$ cat src/hdl/owbm_pkg.sv
// One-wire bus master: shared types, command codes, register indexes and reset values.
// No dependencies; used by the channel interfaces and the core.
package owbm_pkg;

    localparam int BITS_PER_BYTE_DEF = 8;

    localparam int CFG_IDX_W = 3;
    localparam int TICK_W    = 10;
    localparam int SLOT_W    = 8;
    localparam int SHORT_W   = 6;
    localparam int SAMPLE_W  = 7;
    localparam int BIT_IDX_W = 3;

    typedef logic [1:0]           cmd_t;
    typedef logic [CFG_IDX_W-1:0] cfg_idx_t;
    typedef logic [TICK_W-1:0]    tick_t;
    typedef logic [SLOT_W-1:0]    slot_t;
    typedef logic [SHORT_W-1:0]   short_t;
    typedef logic [SAMPLE_W-1:0]  sample_t;
    typedef logic [7:0]           byte_t;
    typedef logic [BIT_IDX_W-1:0] bit_idx_t;

    localparam cmd_t CMD_TICK  = 2'd0;
    localparam cmd_t CMD_RESET = 2'd1;
    localparam cmd_t CMD_WRITE = 2'd2;
    localparam cmd_t CMD_READ  = 2'd3;

    localparam cfg_idx_t REG_RESET_LOW     = 3'd0;
    localparam cfg_idx_t REG_PRESENCE_WAIT = 3'd1;
    localparam cfg_idx_t REG_RESET_TAIL    = 3'd2;
    localparam cfg_idx_t REG_SLOT          = 3'd3;
    localparam cfg_idx_t REG_SHORT_LOW     = 3'd4;
    localparam cfg_idx_t REG_READ_SAMPLE   = 3'd5;

    localparam tick_t   RESET_LOW_INIT     = 10'd500;
    localparam tick_t   PRESENCE_WAIT_INIT = 10'd80;
    localparam tick_t   RESET_TAIL_INIT    = 10'd420;
    localparam slot_t   SLOT_INIT          = 8'd80;
    localparam short_t  SHORT_LOW_INIT     = 6'd2;
    localparam sample_t READ_SAMPLE_INIT   = 7'd10;

endpackage

$ cat src/hdl/owbm_if.sv
// One-wire bus master: valid/ready channel interfaces for items, results and register writes.
// Depends on owbm_pkg.
interface owbm_item_if;
    import owbm_pkg::*;

    logic  valid;
    logic  ready;
    cmd_t  cmd;
    byte_t tx_byte;
    logic  line_level;

    modport source (output valid, cmd, tx_byte, line_level, input ready);
    modport sink (input valid, cmd, tx_byte, line_level, output ready);
endinterface

interface owbm_result_if;
    import owbm_pkg::*;

    logic  valid;
    logic  ready;
    logic  drive_low;
    logic  busy_res;
    logic  done_res;
    byte_t rx_byte;
    logic  no_presence;

    modport source (output valid, drive_low, busy_res, done_res, rx_byte, no_presence,
                    input ready);
    modport sink (input valid, drive_low, busy_res, done_res, rx_byte, no_presence,
                  output ready);
endinterface

interface owbm_cfg_if;
    import owbm_pkg::*;

    logic     valid;
    logic     ready;
    cfg_idx_t idx;
    tick_t    wdata;

    modport source (output valid, idx, wdata, input ready);
    modport sink (input valid, idx, wdata, output ready);
endinterface

$ cat src/hdl/one_wire_bus_master_core.sv
// One-wire bus master core: reset/presence, byte write and byte read sequencing on tick words.
// Depends on owbm_pkg and the channel interfaces in owbm_if.sv.
//
//   channel  | dir | word
//   ---------+-----+---------------------------------------------------
//   items    | in  | cmd, tx_byte, line_level
//   results  | out | drive_low, busy_res, done_res, rx_byte, no_presence
//   cfg      | in  | idx, wdata (register write, always ready)
//
// Each accepted word yields one result word in the next cycle; a word every cycle while
// results does not stall. The rate is set by the single result register: items is ready
// whenever that register is empty or being taken in the same cycle.
// Reset clears the sequencer and loads the register defaults; no clearing pass.
// A stall on results holds the result register and blocks items only.
module one_wire_bus_master_core
#(
    parameter int BITS_PER_BYTE = owbm_pkg::BITS_PER_BYTE_DEF
)
(
    input  logic          clk,
    input  logic          rst_n,
    owbm_item_if.sink     items,
    owbm_result_if.source results,
    owbm_cfg_if.sink      cfg
);
    import owbm_pkg::*;

    typedef enum logic [1:0] {PH_IDLE, PH_RESET, PH_WRITE, PH_READ} phase_t;
    typedef enum logic [1:0] {RS_LOW, RS_WAIT, RS_TAIL} rst_stage_t;

    localparam bit_idx_t LAST_BIT = BIT_IDX_W'(BITS_PER_BYTE - 1);

    tick_t   reset_low_reg, presence_wait_reg, reset_tail_reg;
    slot_t   slot_reg;
    short_t  short_low_reg;
    sample_t read_sample_reg;

    phase_t     phase_reg, phase_next;
    rst_stage_t rst_stage_reg, rst_stage_next;
    tick_t      tick_count_reg, tick_count_next;
    bit_idx_t   bit_index_reg, bit_index_next;
    byte_t      shift_data_reg, shift_data_next;
    logic       presence_flag_reg, presence_flag_next;
    byte_t      rx_last_reg, rx_last_next;
    logic       drive_reg, drive_next;
    logic       done_reg, done_next;
    logic       out_valid_reg;

    logic  accept;
    slot_t slot_eff, short_clip, low_one, low_zero, sample_sum, sample_clip, sample_pt;
    tick_t tick_inc;

    assign accept = items.valid && items.ready;
    assign items.ready = !out_valid_reg || results.ready;
    assign cfg.ready = 1'b1;
    assign results.valid = out_valid_reg;

    assign slot_eff    = (slot_reg == '0) ? SLOT_W'(1) : slot_reg;
    assign short_clip  = ({2'b00, short_low_reg} < slot_eff) ? {2'b00, short_low_reg} : slot_eff;
    assign low_one     = short_clip;
    assign low_zero    = slot_eff - short_clip;
    assign sample_sum  = {2'b00, short_low_reg} + {1'b0, read_sample_reg};
    assign sample_clip = (sample_sum > slot_eff) ? slot_eff : sample_sum;
    assign sample_pt   = (sample_clip == '0) ? SLOT_W'(1) : sample_clip;
    assign tick_inc    = tick_count_reg + TICK_W'(1);

    always_comb
    begin
        phase_next         = phase_reg;
        rst_stage_next     = rst_stage_reg;
        tick_count_next    = tick_count_reg;
        bit_index_next     = bit_index_reg;
        shift_data_next    = shift_data_reg;
        presence_flag_next = presence_flag_reg;
        rx_last_next       = rx_last_reg;
        drive_next         = drive_reg;
        done_next          = 1'b0;

        if (items.cmd != CMD_TICK)
        begin
            if (phase_reg == PH_IDLE)
            begin
                tick_count_next = '0;
                bit_index_next  = '0;
                case (items.cmd)
                    CMD_RESET:
                    begin
                        phase_next     = PH_RESET;
                        rst_stage_next = RS_LOW;
                        drive_next     = 1'b1;
                    end
                    CMD_WRITE:
                    begin
                        phase_next      = PH_WRITE;
                        shift_data_next = items.tx_byte;
                        drive_next      = items.tx_byte[0] ? (low_one != '0) : (low_zero != '0);
                    end
                    default:
                    begin
                        phase_next      = PH_READ;
                        shift_data_next = '0;
                        drive_next      = (low_one != '0);
                    end
                endcase
            end
        end
        else
        begin
            case (phase_reg)
                PH_RESET:
                begin
                    tick_count_next = tick_inc;
                    case (rst_stage_reg)
                        RS_LOW:
                        begin
                            if (tick_inc >= reset_low_reg)
                            begin
                                rst_stage_next  = RS_WAIT;
                                tick_count_next = '0;
                                drive_next      = 1'b0;
                            end
                        end
                        RS_WAIT:
                        begin
                            if (tick_inc >= presence_wait_reg)
                            begin
                                presence_flag_next = items.line_level;
                                rst_stage_next     = RS_TAIL;
                                tick_count_next    = '0;
                            end
                        end
                        default:
                        begin
                            if (tick_inc >= reset_tail_reg)
                            begin
                                phase_next      = PH_IDLE;
                                rst_stage_next  = RS_LOW;
                                tick_count_next = '0;
                                drive_next      = 1'b0;
                                done_next       = 1'b1;
                            end
                        end
                    endcase
                end
                PH_WRITE:
                begin
                    tick_count_next = tick_inc;
                    if (tick_inc >= {2'b00, slot_eff})
                    begin
                        tick_count_next = '0;
                        if (bit_index_reg >= LAST_BIT)
                        begin
                            phase_next = PH_IDLE;
                            done_next  = 1'b1;
                        end
                        else
                        begin
                            bit_index_next  = bit_index_reg + BIT_IDX_W'(1);
                            shift_data_next = {1'b0, shift_data_reg[7:1]};
                        end
                    end
                    drive_next = (phase_next == PH_WRITE) &&
                                 (tick_count_next < {2'b00,
                                  (shift_data_next[0] ? low_one : low_zero)});
                end
                PH_READ:
                begin
                    tick_count_next = tick_inc;
                    if ((tick_inc == {2'b00, sample_pt}) && items.line_level)
                    begin
                        shift_data_next[bit_index_reg] = 1'b1;
                    end
                    if (tick_inc >= {2'b00, slot_eff})
                    begin
                        tick_count_next = '0;
                        if (bit_index_reg >= LAST_BIT)
                        begin
                            rx_last_next = shift_data_next;
                            phase_next   = PH_IDLE;
                            done_next    = 1'b1;
                        end
                        else
                        begin
                            bit_index_next = bit_index_reg + BIT_IDX_W'(1);
                        end
                    end
                    drive_next = (phase_next == PH_READ) &&
                                 (tick_count_next < {2'b00, low_one});
                end
                default:
                begin
                    drive_next = 1'b0;
                end
            endcase
        end
    end

    always_ff @(posedge clk or negedge rst_n)
    begin
        if (!rst_n)
        begin
            reset_low_reg     <= RESET_LOW_INIT;
            presence_wait_reg <= PRESENCE_WAIT_INIT;
            reset_tail_reg    <= RESET_TAIL_INIT;
            slot_reg          <= SLOT_INIT;
            short_low_reg     <= SHORT_LOW_INIT;
            read_sample_reg   <= READ_SAMPLE_INIT;
        end
        else if (cfg.valid && cfg.ready)
        begin
            case (cfg.idx)
                REG_RESET_LOW:     reset_low_reg     <= cfg.wdata;
                REG_PRESENCE_WAIT: presence_wait_reg <= cfg.wdata;
                REG_RESET_TAIL:    reset_tail_reg    <= cfg.wdata;
                REG_SLOT:          slot_reg          <= cfg.wdata[SLOT_W-1:0];
                REG_SHORT_LOW:     short_low_reg     <= cfg.wdata[SHORT_W-1:0];
                REG_READ_SAMPLE:   read_sample_reg   <= cfg.wdata[SAMPLE_W-1:0];
                default:           ;
            endcase
        end
    end

    always_ff @(posedge clk or negedge rst_n)
    begin
        if (!rst_n)
        begin
            phase_reg         <= PH_IDLE;
            rst_stage_reg     <= RS_LOW;
            tick_count_reg    <= '0;
            bit_index_reg     <= '0;
            shift_data_reg    <= '0;
            presence_flag_reg <= 1'b0;
            rx_last_reg       <= '0;
            drive_reg         <= 1'b0;
            done_reg          <= 1'b0;
            out_valid_reg     <= 1'b0;
        end
        else
        begin
            if (accept)
            begin
                phase_reg         <= phase_next;
                rst_stage_reg     <= rst_stage_next;
                tick_count_reg    <= tick_count_next;
                bit_index_reg     <= bit_index_next;
                shift_data_reg    <= shift_data_next;
                presence_flag_reg <= presence_flag_next;
                rx_last_reg       <= rx_last_next;
                drive_reg         <= drive_next;
                done_reg          <= done_next;
                out_valid_reg     <= 1'b1;
            end
            else if (results.ready)
            begin
                out_valid_reg <= 1'b0;
            end
        end
    end

    assign results.drive_low   = drive_reg;
    assign results.busy_res    = (phase_reg != PH_IDLE);
    assign results.done_res    = done_reg;
    assign results.rx_byte     = rx_last_reg;
    assign results.no_presence = presence_flag_reg;

endmodule

$ cat src/flat_wrapper.sv
// flat-port wrapper written by rule: the top's interface ports become plain ports
module one_wire_bus_master_core_flat import owbm_pkg::*;
#(
    parameter int BITS_PER_BYTE = owbm_pkg::BITS_PER_BYTE_DEF
)
  (clk, rst_n, items_valid, items_cmd, items_tx_byte, items_line_level, items_ready, results_valid, results_drive_low, results_busy_res, results_done_res, results_rx_byte, results_no_presence, results_ready, cfg_valid, cfg_idx, cfg_wdata, cfg_ready);
  owbm_item_if items_i ();
  owbm_result_if results_i ();
  owbm_cfg_if cfg_i ();
  input  logic clk;
  input  logic rst_n;
  input wire logic [$bits(items_i.valid)-1:0] items_valid;
  input wire logic [$bits(items_i.cmd)-1:0] items_cmd;
  input wire logic [$bits(items_i.tx_byte)-1:0] items_tx_byte;
  input wire logic [$bits(items_i.line_level)-1:0] items_line_level;
  output wire logic [$bits(items_i.ready)-1:0] items_ready;
  output wire logic [$bits(results_i.valid)-1:0] results_valid;
  output wire logic [$bits(results_i.drive_low)-1:0] results_drive_low;
  output wire logic [$bits(results_i.busy_res)-1:0] results_busy_res;
  output wire logic [$bits(results_i.done_res)-1:0] results_done_res;
  output wire logic [$bits(results_i.rx_byte)-1:0] results_rx_byte;
  output wire logic [$bits(results_i.no_presence)-1:0] results_no_presence;
  input wire logic [$bits(results_i.ready)-1:0] results_ready;
  input wire logic [$bits(cfg_i.valid)-1:0] cfg_valid;
  input wire logic [$bits(cfg_i.idx)-1:0] cfg_idx;
  input wire logic [$bits(cfg_i.wdata)-1:0] cfg_wdata;
  output wire logic [$bits(cfg_i.ready)-1:0] cfg_ready;
  assign items_i.valid = items_valid;
  assign items_i.cmd = items_cmd;
  assign items_i.tx_byte = items_tx_byte;
  assign items_i.line_level = items_line_level;
  assign items_ready = items_i.ready;
  assign results_valid = results_i.valid;
  assign results_drive_low = results_i.drive_low;
  assign results_busy_res = results_i.busy_res;
  assign results_done_res = results_i.done_res;
  assign results_rx_byte = results_i.rx_byte;
  assign results_no_presence = results_i.no_presence;
  assign results_i.ready = results_ready;
  assign cfg_i.valid = cfg_valid;
  assign cfg_i.idx = cfg_idx;
  assign cfg_i.wdata = cfg_wdata;
  assign cfg_ready = cfg_i.ready;
  one_wire_bus_master_core #(.BITS_PER_BYTE(BITS_PER_BYTE)) u_core (.clk(clk), .rst_n(rst_n), .items(items_i), .results(results_i), .cfg(cfg_i));
endmodule
$ cat config.mk
export PLATFORM = sky130hd
export DESIGN_NAME = one_wire_bus_master_core_flat
export DESIGN_NICKNAME = d
export VERILOG_FILES = /design/src/hdl/owbm_pkg.sv /design/src/hdl/owbm_if.sv /design/src/hdl/one_wire_bus_master_core.sv /design/src/flat_wrapper.sv
export SDC_FILE = /design/constraint.sdc
export NUM_CORES = 1
export LEC_CHECK = 0
export BUFFER_PORTS_ARGS = -buffer_cell sky130_fd_sc_hd__clkbuf_2
export CAP_MARGIN = 20
export CORE_AREA = 2 2 142 130
export CTS_BUF_LIST = sky130_fd_sc_hd__clkbuf_4
export CTS_CLUSTER_SIZE = 24
export DETAILED_ROUTE_END_ITERATION = 12
export DIE_AREA = 0 0 144 132
export PLACE_DENSITY = 0.62
export SETUP_SLACK_MARGIN = 0.2
export SYNTH_ARGS = -nofsm -noshare
export SYNTH_HDL_FRONTEND = slang
export SYNTH_SLANG_ARGS = --single-unit
$ cat constraint.sdc
create_clock -name clk -period 6.4 [get_ports clk]
set_input_delay 0.32 -clock clk [delete_from_list [all_inputs] [get_ports clk]]
set_output_delay 0.32 -clock clk [all_outputs]
set_load 0.01 [all_outputs]
After elaboration in Yosys (flattened, before gate mapping)
Cells that the tools add are included.
{ "totals": {"regBits": 88, "in_bits": 29, "output_inout_bits": 15, "wordCells": 169} }
{ "classes": {"addsub": 4, "n_lt_le_gt_ge": 11, "eq_ne": 27, "mux": 68, "n_bitwise": 2, "reduce_logical": 40} }
{ "op_table": {"columns": ["cell", "n"], "rows": [
  ["2-to-1 mux 10 bit", 10],
  ["2-to-1 mux 8 bit", 12],
  ["2-to-1 mux 2 bit", 16],
  ["case mux 8 bit (2 select lines)", 2],
  ["greater-or-equal comparator 10 bit", 3],
  ["case mux 10 bit (3 select lines)", 1],
  ["AND reduction 5 bit", 5],
  ["less-than comparator 10 x 8 -> 1 bit", 2],
  ["case mux 10 bit (2 select lines)", 1],
  ["zero test 8 bit", 2],
  ["nonzero test 8 bit", 2],
  ["2-to-1 mux 3 bit", 5],
  ["2-to-1 mux 1 bit", 13],
  ["inequality test 3 x 1 -> 1 bit (second input constant)", 4],
  ["AND reduction 2 bit", 6],
  ["nonzero test 2 bit", 6],
  ["adder 10 x 1 -> 10 bit (second input constant)", 1],
  ["== test 10 x 8 -> 1 bit", 1],
  ["== test 2 bit (second input constant)", 5],
  ["greater-or-equal comparator 10 x 8 -> 1 bit", 1],
  ["inequality test 3 x 2 -> 1 bit (second input constant)", 3],
  ["adder 6 x 7 -> 8 bit", 1],
  ["> comparator 8 bit", 1],
  ["less-than comparator 6 x 8 -> 1 bit", 1],
  ["31 further kinds", 48]
]} }

Depth between registers and ports, before layout
{ "logic_depth": {"depth_word": 11, "ltp_mapped": 24, "depth_no_buf": 24} }

Worst setup path before layout
No wires, ideal clock.
{ "synth_path": {"path_type": "register -> register", "start": "reg u_core.tick_count_reg[0]", "end": "reg u_core.drive_reg (netlist: u_core.results.drive_low)", "setup_time_ns": 0.131, "t_arrival_ns": 4.338, "required_time_ns": 6.269, "path_slack_ns": 1.931, "path_stages_with_launch": 25, "n_path_buf": 2, "period_less_slack_ns": 4.469, "cell_sequence": "dfrtp_1 -> buf_4 -> nand4_1 -> or2_2 -> and2_1 -> nor2_1 -> inv_1 -> ha_1 -> a211o_1 -> a41oi_1 -> o211a_2 -> o21ai_2 -> and2_1 -> buf_2 -> nor2_1 -> a21oi_1 -> ha_1 -> a21o_1 -> a21o_1 -> a21oi_1 -> o21a_1 -> a22oi_1 -> o21ai_0 -> o31ai_1 -> nand3_1"} }
{ "synth_between": {"elab_chain_cells": 10, "word_cells_on_any_way": 29, "cone_classes": "add/sub: 1; order compare: 5; eq/ne: 4; mux: 16; reduce/logical: 3"} }
{ "synth_lines": {"columns": ["item", "line_no", "text"], "rows": [
  ["from (decl)", "one_wire_bus_master_core.sv:40", "tick_t tick_count_reg, tick_count_next;"],
  ["from (signal assigned)", "one_wire_bus_master_core.sv:244", "tick_count_reg <= tick_count_next;"],
  ["adder 10 x 1 -> 10 bit (*)", "one_wire_bus_master_core.sv:65", "assign tick_inc = tick_count_reg + TICK_W'(1);"],
  ["greater-or-equal comparator 10 x 8 -> 1 bit", "one_wire_bus_master_core.sv:148, one_wire_bus_master_core.sv:173", null],
  ["2-to-1 mux 8 bit", "one_wire_bus_master_core.sv:148", "if (tick_inc >= {2'b00, slot_eff})"],
  ["2-to-1 mux 8 bit", "one_wire_bus_master_core.sv:109", "case (phase_reg)"],
  ["2-to-1 mux 8 bit", "one_wire_bus_master_core.sv:79", "if (items.cmd != CMD_TICK)"],
  ["2-to-1 mux 8 bit", "one_wire_bus_master_core.sv:164", "(shift_data_next[0] ? low_one : low_zero)});"],
  ["less-than comparator 10 x 8 -> 1 bit", "one_wire_bus_master_core.sv:163", "(tick_count_next < {2'b00,"],
  ["logical AND 1 bit", "one_wire_bus_master_core.sv:162", "drive_next = (phase_next == PH_WRITE) &&"],
  ["case mux 1 bit (3 select lines)", "one_wire_bus_master_core.sv:109", null],
  ["2-to-1 mux 1 bit", "one_wire_bus_master_core.sv:79", null],
  ["to (signal assigned)", "one_wire_bus_master_core.sv:249", "drive_reg <= drive_next;"],
  ["to (decl)", "one_wire_bus_master_core.sv:45", "logic drive_reg, drive_next;"]
]} }
Mark *: on every way between the ends. The rest lies on a longest branch, timed or not. The select of a mux whose other input is x is not followed.
A chain may end at the register's enable or synchronous reset.

Worst setup path after layout
Same ends and word-level chain as after synthesis.

==> impl_metrics.json <==
{
  "status": "complete, no violations",
  "critPathCaptureType": "flip-flop",
  "die_x_um": 144,
  "globalRouteOverflowTotal": 0,
  "setup_violations": 0,
  "netlist_instances": 775,
  "clock-skew-final_ns": 0.0184,
  "netlist_area_sq_mm": 0.00692,
  "clkTransAtPathRegs_ns": 0.14,
  "worstSetupStartpointType": "flip-flop",
  "path_delay_family": "simple AND/OR/NAND/NOR gates",
  "grt_usage_pct": 19.7,
  "power_mw": 2.59,
  "period_share_pct": 86.3,
  "post-route-min-period_ns": 5.52,
  "crit_type": "reg -> reg",
  "nNetsFinal": 924,
  "holdBufCountCts": 1,
  "ys_ff_latch": 88,
  "dr.pass1.iters": 6,
  "drt_iter0_drc": 466,
  "final_cell_area_sq_mm": 0.00755,
  "ys.flop_type": "dfrtp_1",
  "cp.arrival_ns": 5.90,
  "wl_per_cell_um": 16.8,
  "path_buf_inv": 1,
  "setup_tns_ns": 0,
  "worst-path-max-fanout": 14,
  "cts_buffer_depth": 2,
  "cts_tree": "yes",
  "p_leak_nw": 3.52,
  "grt_max_degree": 62,
  "io_pins": 44,
  "yosysWarningCount": 0,
  "syn2layout_area_growth_pct": 9.11,
  "insertion_delay_ns": 0.49,
  "hold_violations": 0,
  "slew_headroom_pct": 26.6,
  "io_buffers": 42,
  "wl_mm": 17.7,
  "dpl.hpwl_mm": 13.6,
  "hold_path_class": "in -> reg",
  "initial_core_util_pct": 39.7,
  "power.density_mw_per_mm2": 343,
  "syn_avg_cell_area_sq_um": 8.93,
  "crit_chain": "nand4_1, or2_2, and2_1, nor2_1, inv_1, ha_1, a211o_1, a41oi_1, o211ai_2, nand3_1, and2_1, mux2_1, ha_1, nand4_1, nor2_1, a21oi_1, o21a_1, a22oi_1, o21ai_0, o31ai_1, nand3_1",
  "required_ns": 6.78,
  "cts-buffers-inserted": 9,
  "dpl_cell_area_sq_mm": 0.00736,
  "ir_drop_mv": 0.103,
  "cts_root_buf": "clkbuf_4",
  "viasPerCell": 5.44,
  "cts.sinks": 88,
  "core_sq_mm": 0.0174,
  "ant_nets": 0,
  "final_max_slew_viol_count": 0,
  "async_reset_ff_share_pct": 100,
  "synth_cell_type_count": 80,
  "place_congestion": 0.899,
  "drive_gt1_share_pct": 16.1,
  "grt_pass1_wl_mm": 29.7,
  "chipHeight_um": 132,
  "grt_setup_unrepaired": "no",
  "yosysSeqAreaShare_pct": 32.1,
  "ctsResizeCount": 0,
  "drc": 0,
  "grt_pass1_vias": 5683,
  "num_rows": 46,
  "htree_levels": 3,
  "max_stage_delay_ns": 0.70,
  "max-cap-violations": 0,
  "antenna_found_initial": 2,
  "max_freq_ghz": 0.181,
  "vias": 5746,
  "synth_edf_count": 0,
  "die_area_sq_mm": 0.0190,
  "post-cts-setup-buffer-count": 0,
  "fillers": 1690,
  "tightest_slew_ns": 1.10,
  "critPathSlowestCell": "dfrtp_1"
}
## report_power, final
part / switching, mW / internal, mW / total, mW
Clock: 0.209 / 0.161 / 0.370
Sequential: 0.114 / 0.670 / 0.785
Combinational: 0.847 / 0.588 / 1.43
## routing by layer
metal	wire length [um]	GRT usage (%)	vias up
li1	-	-	2872
met1	8780	28.6	2737
met2	7840	29.8	117
met3	766	3.09	20
met4	320	6.54	0
met5	0	0	-
## path summary, 6_finish.rpt
check                                         endpoint                     start  slack, ns  depth (start not counted)
setup / recovery              u_core.results.drive_low  u_core.tick_count_reg[0]       0.88                         21
hold / removal                    u_core.results.valid               items_valid       0.05                          2
setup reg to reg              u_core.results.drive_low  u_core.tick_count_reg[0]       0.88                         21
hold reg to reg                u_core.results.done_res   u_core.results.done_res       0.50                          1
max in group asynchronous         u_core.results.valid                     rst_n       5.00                          3
min in group asynchronous  u_core.presence_wait_reg[5]                     rst_n       0.27                          2
## worst reg2reg max path: stages, from the launching register on
cell	delay [ns]
dfrtp_1	0.70
nand4_1	0.26
or2_2	0.35
and2_1	0.17
nor2_1	0.29
inv_1	0.17
ha_1	0.32
a211o_1	0.25
a41oi_1	0.29
o211ai_2	0.33
nand3_1	0.25
and2_1	0.37
mux2_1	0.37
ha_1	0.28
nand4_1	0.09
nor2_1	0.13
a21oi_1	0.08
o21a_1	0.13
a22oi_1	0.12
o21ai_0	0.10
o31ai_1	0.27
nand3_1	0.10
## final cells by class
class	count	area (sq um)	area share, %
multi-input combinational	603	4390	58.1
sequential	88	2220	29.4
tap	240	300	3.98
timing repair buffer	46	245	3.25
inverter	61	229	3.03
clock inverter	6	85.1	1.13
clock buffer	10	75.1	0.994
antenna	3	7.51	0.0994
## stage by stage
| stage | std cells | hold slack [ns] | setup slack (ns) | util (%) |
|---|---|---|---|---|
| after detailed placement | 1035 | 0.260 | 0.936 | 42.2 |
| after global routing | 1057 | 0.0394 | 0.309 | 43.3 |
| after CTS | 1052 | 0.0222 | 0.911 | 43.2 |
| after floorplan | 777 | 0.0244 | 1.93 | - |
| final | 1057 | 0.0528 | 0.878 | 43.3 |
| after global placement | 1035 | 0.257 | 1.07 | 42.2 |
## cell families after synthesis
logic type	after synthesis	synth area share [%]
compound gates	212	20.5
xor+xnor	15	2.11
fa+ha+maj	86	15.8
buf+inv	86	4.83
flops	88	32.1
mux	49	7.55
other cells	1	0.0542
simple gates	238	17.1
## cells in the mapped netlist, drive strengths merged (12+ instances only)
cell type / number / share of area (%)
inv: 61 / 3.3
ha: 84 / 15
a21o: 13 / 1.4
nor2: 55 / 3.0
a211oi: 12 / 1.7
nand3: 20 / 1.4
nor2b: 13 / 1.2
dfstp: 17 / 6.5
mux2i: 23 / 3.3
nor3: 16 / 1.2
a21oi: 34 / 2.5
o21ai: 81 / 5.9
clkbuf: 17 / 0.92
mux2: 26 / 4.2
dfrtp: 71 / 26
nand2: 77 / 4.2
## placed cells by master, fill, tap and decap left out, types with 4 or more instances in the layout
master     count
xor2_1         9
dfstp_2       17
mux2_2        25
xnor2_1        4
or4_1          6
o21ai_1       27
o22ai_1        5
a2111oi_0      5
a22oi_1        4
a211oi_1       6
a211oi_2       6
dfrtp_1       71
a22o_1         8
nor2_1        54
ha_1          84
clkbuf_2      41
a31oi_1        5
mux2i_1       23
inv_1         59
a21o_1        13
o211ai_1       5
nand4_1        8
and2_1         7
nand3_1       20
o21ai_0       53
nand2_1       76
nor2b_1       13
nand2b_1       8
a21oi_1       33
nor3_1        13
o21a_1        10
clkbuf_4      10
a211o_1        4
(Power assumes the default switching activity.)
